[config.mk]
export PLATFORM = sky130hd
export DESIGN_NAME = pcv_ctrl
export DESIGN_NICKNAME = d
export VERILOG_FILES = /design/src/rtl/pcv_pkg.sv /design/src/rtl/pcv_ctrl.sv
export SDC_FILE = /design/constraint.sdc
export NUM_CORES = 1
export LEC_CHECK = 0
export ABC_AREA = 1
export BUFFER_PORTS_ARGS = -buffer_cell sky130_fd_sc_hd__buf_2
export CORE_AREA = 4 4 41 43
export CTS_BUF_LIST = sky130_fd_sc_hd__clkbuf_8
export DETAILED_ROUTE_END_ITERATION = 12
export DIE_AREA = 0 0 45 47
export SLEW_MARGIN = 20
export SYNTH_ARGS = -nofsm -noshare
export SYNTH_HDL_FRONTEND = slang
export SYNTH_SLANG_ARGS = --single-unit
[constraint.sdc]
create_clock -name clk -period 1 [get_ports clk]
set_input_delay 0.05 -clock clk [delete_from_list [all_inputs] [get_ports clk]]
set_output_delay 0.05 -clock clk [all_outputs]
set_load 0.02 [all_outputs]
[src/rtl/pcv_pkg.sv]
// Package: types, constants and codes shared by the point cloud voxelizer.
`timescale 1ns / 1ps
package pcv_pkg;

	localparam int GRID_X = 256;
	localparam int GRID_Y = 256;
	localparam int GRID_Z = 16;
	localparam int VOXEL_CAPACITY = 16384;
	localparam int SLOT_CAPACITY = 32;

	localparam int CX_W = $clog2(GRID_X);
	localparam int CY_W = $clog2(GRID_Y);
	localparam int CZ_W = $clog2(GRID_Z);
	localparam int CELL_W = CX_W + CY_W + CZ_W;
	localparam int VOX_W = $clog2(VOXEL_CAPACITY);
	localparam int CNT_W = VOX_W + 1;
	localparam int SLOT_W = $clog2(SLOT_CAPACITY);
	localparam int FILL_W = SLOT_W + 1;
	localparam int CFG_IDX_W = 3;
	localparam int CFG_DATA_W = 24;

	typedef enum logic [CFG_IDX_W-1:0] {
		REG_ORIGIN_X = 3'd0,
		REG_ORIGIN_Y = 3'd1,
		REG_ORIGIN_Z = 3'd2,
		REG_INV_X    = 3'd3,
		REG_INV_Y    = 3'd4,
		REG_INV_Z    = 3'd5,
		REG_PLIM     = 3'd6,
		REG_VLIM     = 3'd7
	} reg_idx_t;

	typedef enum logic [1:0] {
		ST_STORED     = 2'd0,
		ST_OUT_GRID   = 2'd1,
		ST_TABLE_FULL = 2'd2,
		ST_VOXEL_FULL = 2'd3
	} status_t;

	typedef enum logic [2:0] {
		S_IDLE,
		S_CALC,
		S_LOOK,
		S_FILL,
		S_DONE,
		S_CLEAR,
		S_INIT
	} state_t;

	typedef struct packed {
		logic signed [23:0] point_x;
		logic signed [23:0] point_y;
		logic signed [23:0] point_z;
		logic               frame_end;
	} point_t;

	typedef struct packed {
		logic [1:0]  status;
		logic [13:0] voxel_index;
		logic [4:0]  point_slot;
		logic [7:0]  cell_x;
		logic [7:0]  cell_y;
		logic [3:0]  cell_z;
		logic        new_voxel;
		logic [14:0] voxel_count;
	} result_t;

	// controller to datapath
	typedef struct packed {
		logic load;      // capture point, start products
		logic look;      // issue cell map read
		logic fill;      // issue fill read / allocate
		logic finish;    // update fill, present result
		logic clr_start; // begin clear walk
		logic clr_step;  // one clear step
		logic init_step; // one init step
	} dp_cmd_t;

	// datapath to controller
	typedef struct packed {
		logic clr_done;
		logic init_done;
	} dp_sts_t;

endpackage

[src/rtl/pcv_ctrl.sv]
// Controller: sequences the per-point steps, the frame-end clear walk and the initial clear.
`timescale 1ns / 1ps
module pcv_ctrl (
	input  logic             clk,
	input  logic             arst_n,
	input  logic             start,
	input  logic             frame_end,
	input  pcv_pkg::dp_sts_t sts,
	output logic             busy,
	output pcv_pkg::dp_cmd_t cmd
);

	pcv_pkg::state_t state_q, state_nx;
	logic fe_q;

	always_ff @(posedge clk or negedge arst_n) begin
		if (!arst_n) begin
			state_q <= pcv_pkg::S_INIT;
			fe_q <= 1'b0;
		end else begin
			state_q <= state_nx;
			if (state_q == pcv_pkg::S_IDLE && start)
				fe_q <= frame_end;
		end
	end

	always_comb begin
		state_nx = state_q;
		case (state_q)
			pcv_pkg::S_INIT:  if (sts.init_done) state_nx = pcv_pkg::S_IDLE;
			pcv_pkg::S_IDLE:  if (start) state_nx = pcv_pkg::S_CALC;
			pcv_pkg::S_CALC:  state_nx = pcv_pkg::S_LOOK;
			pcv_pkg::S_LOOK:  state_nx = pcv_pkg::S_FILL;
			pcv_pkg::S_FILL:  state_nx = pcv_pkg::S_DONE;
			pcv_pkg::S_DONE:  state_nx = fe_q ? pcv_pkg::S_CLEAR : pcv_pkg::S_IDLE;
			pcv_pkg::S_CLEAR: if (sts.clr_done) state_nx = pcv_pkg::S_IDLE;
			default:          state_nx = pcv_pkg::S_IDLE;
		endcase
	end

	// S_LOOK waits for the cell map read
	always_comb begin
		cmd = '0;
		busy = 1'b1;
		case (state_q)
			pcv_pkg::S_INIT:  cmd.init_step = 1'b1;
			pcv_pkg::S_IDLE: begin
				busy = 1'b0;
				cmd.load = start;
			end
			pcv_pkg::S_CALC:  cmd.look = 1'b1;
			pcv_pkg::S_LOOK:  ;
			pcv_pkg::S_FILL:  cmd.fill = 1'b1;
			pcv_pkg::S_DONE: begin
				cmd.finish = 1'b1;
				cmd.clr_start = fe_q;
			end
			pcv_pkg::S_CLEAR: cmd.clr_step = 1'b1;
			default:          cmd = '0;
		endcase
	end

	a_busy_idle: assert property (@(posedge clk) disable iff (!arst_n)
		(state_q == pcv_pkg::S_IDLE) |-> !busy)
		else $error("busy high in idle");
	a_one_cmd: assert property (@(posedge clk) disable iff (!arst_n)
		$onehot0({cmd.load, cmd.look, cmd.fill, cmd.finish, cmd.clr_step, cmd.init_step}))
		else $error("more than one command");
	a_seq: assert property (@(posedge clk) disable iff (!arst_n)
		cmd.look |-> ##2 cmd.fill)
		else $error("lookup not followed by fill step");

endmodule

-- After elaboration in Yosys (flattened, before gate mapping)
Cells that the tools add are included.
- reduce and logical (&&, ||, !) cells: 3
- multiplexer cells: 12
- equality and inequality tests: 9
- operators with widths (kind ; number):
    case mux 3 bit (7 select lines) ; 1
    two-way mux 3 bit ; 4
    == test 3 bit (second input constant) ; 3
    == test 3 x 2 -> 1 bit (second input constant) ; 2
    two-way mux 1 bit ; 6
    inequality test 2 bit (second input constant) ; 3
    == test 3 x 1 -> 1 bit (second input constant) ; 1
    logical NOT 3 bit ; 1
    AND reduction 3 bit ; 1
    two-way mux 2 bit ; 1
    logical AND 1 bit ; 1
- output and inout bits: 8
- word-level logic and storage cells: 26
- flip-flop bits (word level): 4

-- Depth between registers and ports, before layout
- depth after elaboration: 3
- mapped depth: 6

-- Least setup slack after synthesis
OpenSTA, ideal clock, no wires.
- path kind: reg2out
- start: reg state_q[2]
- end: out cmd[3] in the netlist's numbering
- slack: -0.157 ns
- data arrival time: 1.107 ns
- data required time: 0.950 ns
- path buffers: 0
- stages on the path, launching flop included: 3
- cells stage by stage: dfstp_2 > inv_1 > nor3_1
- RTL lines (element ; RTL line ; source):
    start, declared ; pcv_ctrl.sv:13 ; pcv_pkg::state_t state_q, state_nx;
    start signal, assigned ; pcv_ctrl.sv:18 ; state_q <= pcv_pkg::S_INIT;
    start signal, assigned ; pcv_ctrl.sv:21 ; state_q <= state_nx;
    end, declared ; pcv_ctrl.sv:10 ; output pcv_pkg::dp_cmd_t cmd

==> summary.txt <==
Run status
  – Run status: finished, violations left
  – Failing checks: negative setup slack

Setup path
  – WP data arrival: about 1.2 ns
  – Slowest stage delay, CP: about 0.53 ns
  – Startpoint Class: flop
  – CP Max Fanout: 6
  – Worst Path Required: about 0.95 ns
  – Crit path max-delay cell type: dfstp_2
  – CP cell instances: inv_1 > nand2_2 > nor2_1 > buf_2
  – Setup Crit Path Kind: reg2out
  – Nature of the critical path endpoint: primary output

Worst hold path
  – Class of the worst hold path: in2reg

Placed design
  – GPL Wtd Cong: roughly 0.76
  – Dpl hpwl: roughly 570 µm
  – PortBufs: 13
  – Post-DP Area: between 300 and 400 µm²
  – Worst slack after detailed placement: -0.0914 ns

Clocking
  – Num CTS Buffers: 3
  – CTS tree: built
  – Clock Tree Root: clkbuf_8
  – # H-tree levels: 1
  – Clk slew on worst S/H paths: 0.04 ns
  – Clk sink count: 4
  – CTS max path bufs: 2
  – Skew-Pair Late Insertion Delay: ~0.22 ns

Flow run
  – Maxcap violations: 0

Global route
  – Gr busiest metal: met2
  – Met3 usage: 0.0307
  – First-pass GRT wire length: about 1.3 mm
  – GRT Total Usage: 0.0864
  – Largest net degree at the start of global routing: 7
  – Met1 GRT Util: 0.0963
  – Initial antenna violation count: 0
  – Total grt overflow: 0
  – Vias in the first global route: 332
  – Met2 GRT Util: 0.141

Timing
  – Worst-case clock skew: roughly 0.0016 ns
  – Slew @ Worst Pin: around 0.27 ns
  – Setup violators final: 12
  – Max Clock Freq: about 800 MHz
  – Slew HR: 0.823
  – Count of pins over their slew limit: 0
  – Worst hold slack: 0.0305 ns
  – Final Critical Period: roughly 1.3 ns
  – Unrepaired setup endpoints after global routing: yes
  – Tcrit/Tclk final: 1.25
  – Fin Setup TNS: -2.13 ns
  – Final hold vios: 0
  – Final WS setup: -0.251 ns

Pwr
  – Static Leakage: roughly 0.27 nW
  – Pwr dens: 3200 mW/mm²
  – Maximum VDD drop: ~1.2 mV

Final layout
  – Share of layout cells above drive strength 1: 0.633
  – Reg area: roughly 100 µm²
  – NumNets Final: 67
  – Area Growth Syn to Fin: 86.8%
  – Layout filler cell count: ~150
  – Final instance area: 514 µm²
  – N_diodes: 0
  – Area occupied by multi-input gates: 170 µm²

Floorplanning
  – Die area: 0.00212 mm²
  – Die boundary width: between 40 and 50 µm
  – Number of top-level pins: 14
  – Initial Utilization: 0.212
  – Die extent in y: roughly 47 µm
  – Core Area: approximately 0.0013 mm²
  – Row cnt: 13

Yosys
  – Seq cells post-synth: 4
  – Synth cell types: 15
  – YS warnings: 0
  – Syn Area/Cell: 7.65 µm²
  – Post-Syn Instances: 36
  – Net Count, Synth: 42
  – Part of the Yosys area used for sequential elements: 0.373
  – Syn Std Cell Area: between 200 and 300 µm²

Routing
  – WL final: around 750 µm
  – Total number of vias: 322
  – Detail-routed via count per cell: about 4.3
  – Drt first-iter violations: 4
  – TritonRoute pass-1 iters: 2
  – Post-DRT Antenna Nets: 0
  – WL per Instance: about 10 µm
  – Residual DRC: 0
## where the power goes
part | total (mW) | internal (mW) | switching [mW]
Combinational | 0.901 | 0.393 | 0.508
Clock | 0.360 | 0.263 | 0.0973
Sequential | 0.383 | 0.268 | 0.115
## sequential cells by signal (all words and copies together) (netlist names)
signal	cells
fe_q	1
state_q	3
## worst max-delay path, delay by kind of cell, from the launching register on
family        cells  cell delay (ns)
simple gates      2             0.17
buf+inv           2             0.28
flops             1             0.53
## cells in the final DEF, fill, tap and decap left out
master | netlist | final
dlygate4sd3_1 | 0 | 1
dfstp_2 | 2 | 2
inv_1 | 7 | 7
nand2_4 | 0 | 1
buf_2 | 0 | 10
nand3_1 | 2 | 1
nand4_1 | 2 | 2
nand3_4 | 0 | 1
nor2_1 | 3 | 1
o2111ai_1 | 1 | 1
nor2_4 | 2 | 3
o21ai_1 | 0 | 1
nand2_2 | 3 | 3
clkbuf_8 | 0 | 3
dfrtp_1 | 2 | 1
dfrtp_2 | 0 | 1
inv_2 | 0 | 1
nor3_2 | 0 | 1
nor2_2 | 1 | 2
nand2_1 | 7 | 6
o221ai_1 | 1 | 1
buf_6 | 1 | 4
buf_4 | 0 | 6
## cell families after synthesis
logic type,share of synthesized area
flip-flops,0.373
AO/OA/AOI/OAI,0.0818
AND/OR/NAND/NOR,0.409
buffers and inverters,0.136
## area by class of cell
type | count | share of cell area
inverter | 7 | 0.0511
clock inverter | 1 | 0.00730
multi-input combinational | 24 | 0.331
clock buffer | 3 | 0.0803
timing repair buffer | 21 | 0.292
tap | 15 | 0.0365
sequential | 4 | 0.202
## routing by layer
layer | share of wire | up-vias | wire length (µm)
met1 | 0.43 | 144 | 321
met2 | 0.48 | 11 | 360
met3 | 0.066 | 2 | 49
li1 | - | 165 | -
met4 | 0.017 | 0 | 13
met5 | 0 | - | 0
## synthesized netlist by cell type
cell       n  area, µm²
buf_6      1       11.3
dfstp_2    2       52.6
dfrtp_1    2       50.1
o221ai_1   1       8.76
inv_1      7       26.3
nand4_1    2       12.5
o21ai_0    1       5.00
nand2_2    3       18.8
nand2_1    7       26.3
nor3_1     1       5.00
nor2_2     1       6.26
nor2_1     3       11.3
nor2_4     2       22.5
nand3_1    2       10.0
o2111ai_1  1       8.76
## timing repair
item	4_1_cts	5_1_grt
hold endpoints to repair	4	0
pin swaps	3	0
buffers inserted	2	2
hold buffers	1	0
resized for setup	12	1
endpoints found under the setup margin	12	12
## final timing paths
path,from,to,slack [ns],depth (start not counted)
max,state_q[2],cmd[5],-0.25,4
min,frame_end,fe_q,0.03,3
max reg2reg,state_q[2],state_q[2],-0.13,5
min reg2reg,fe_q,fe_q,0.55,2
max in group asynchronous,arst_n,state_q[2],0.62,2
min in group asynchronous,arst_n,state_q[0],0.17,2
## per-stage QoR
step	power (mW)	std cells	util
floorplan	0.908	36	-
global placement	1.12	66	0.300
detailed placement	1.12	66	0.300
CTS	1.63	73	0.381
global route	1.77	75	0.395
finish	1.64	75	0.395
Note: power is estimated with default switching activity, not from simulation.
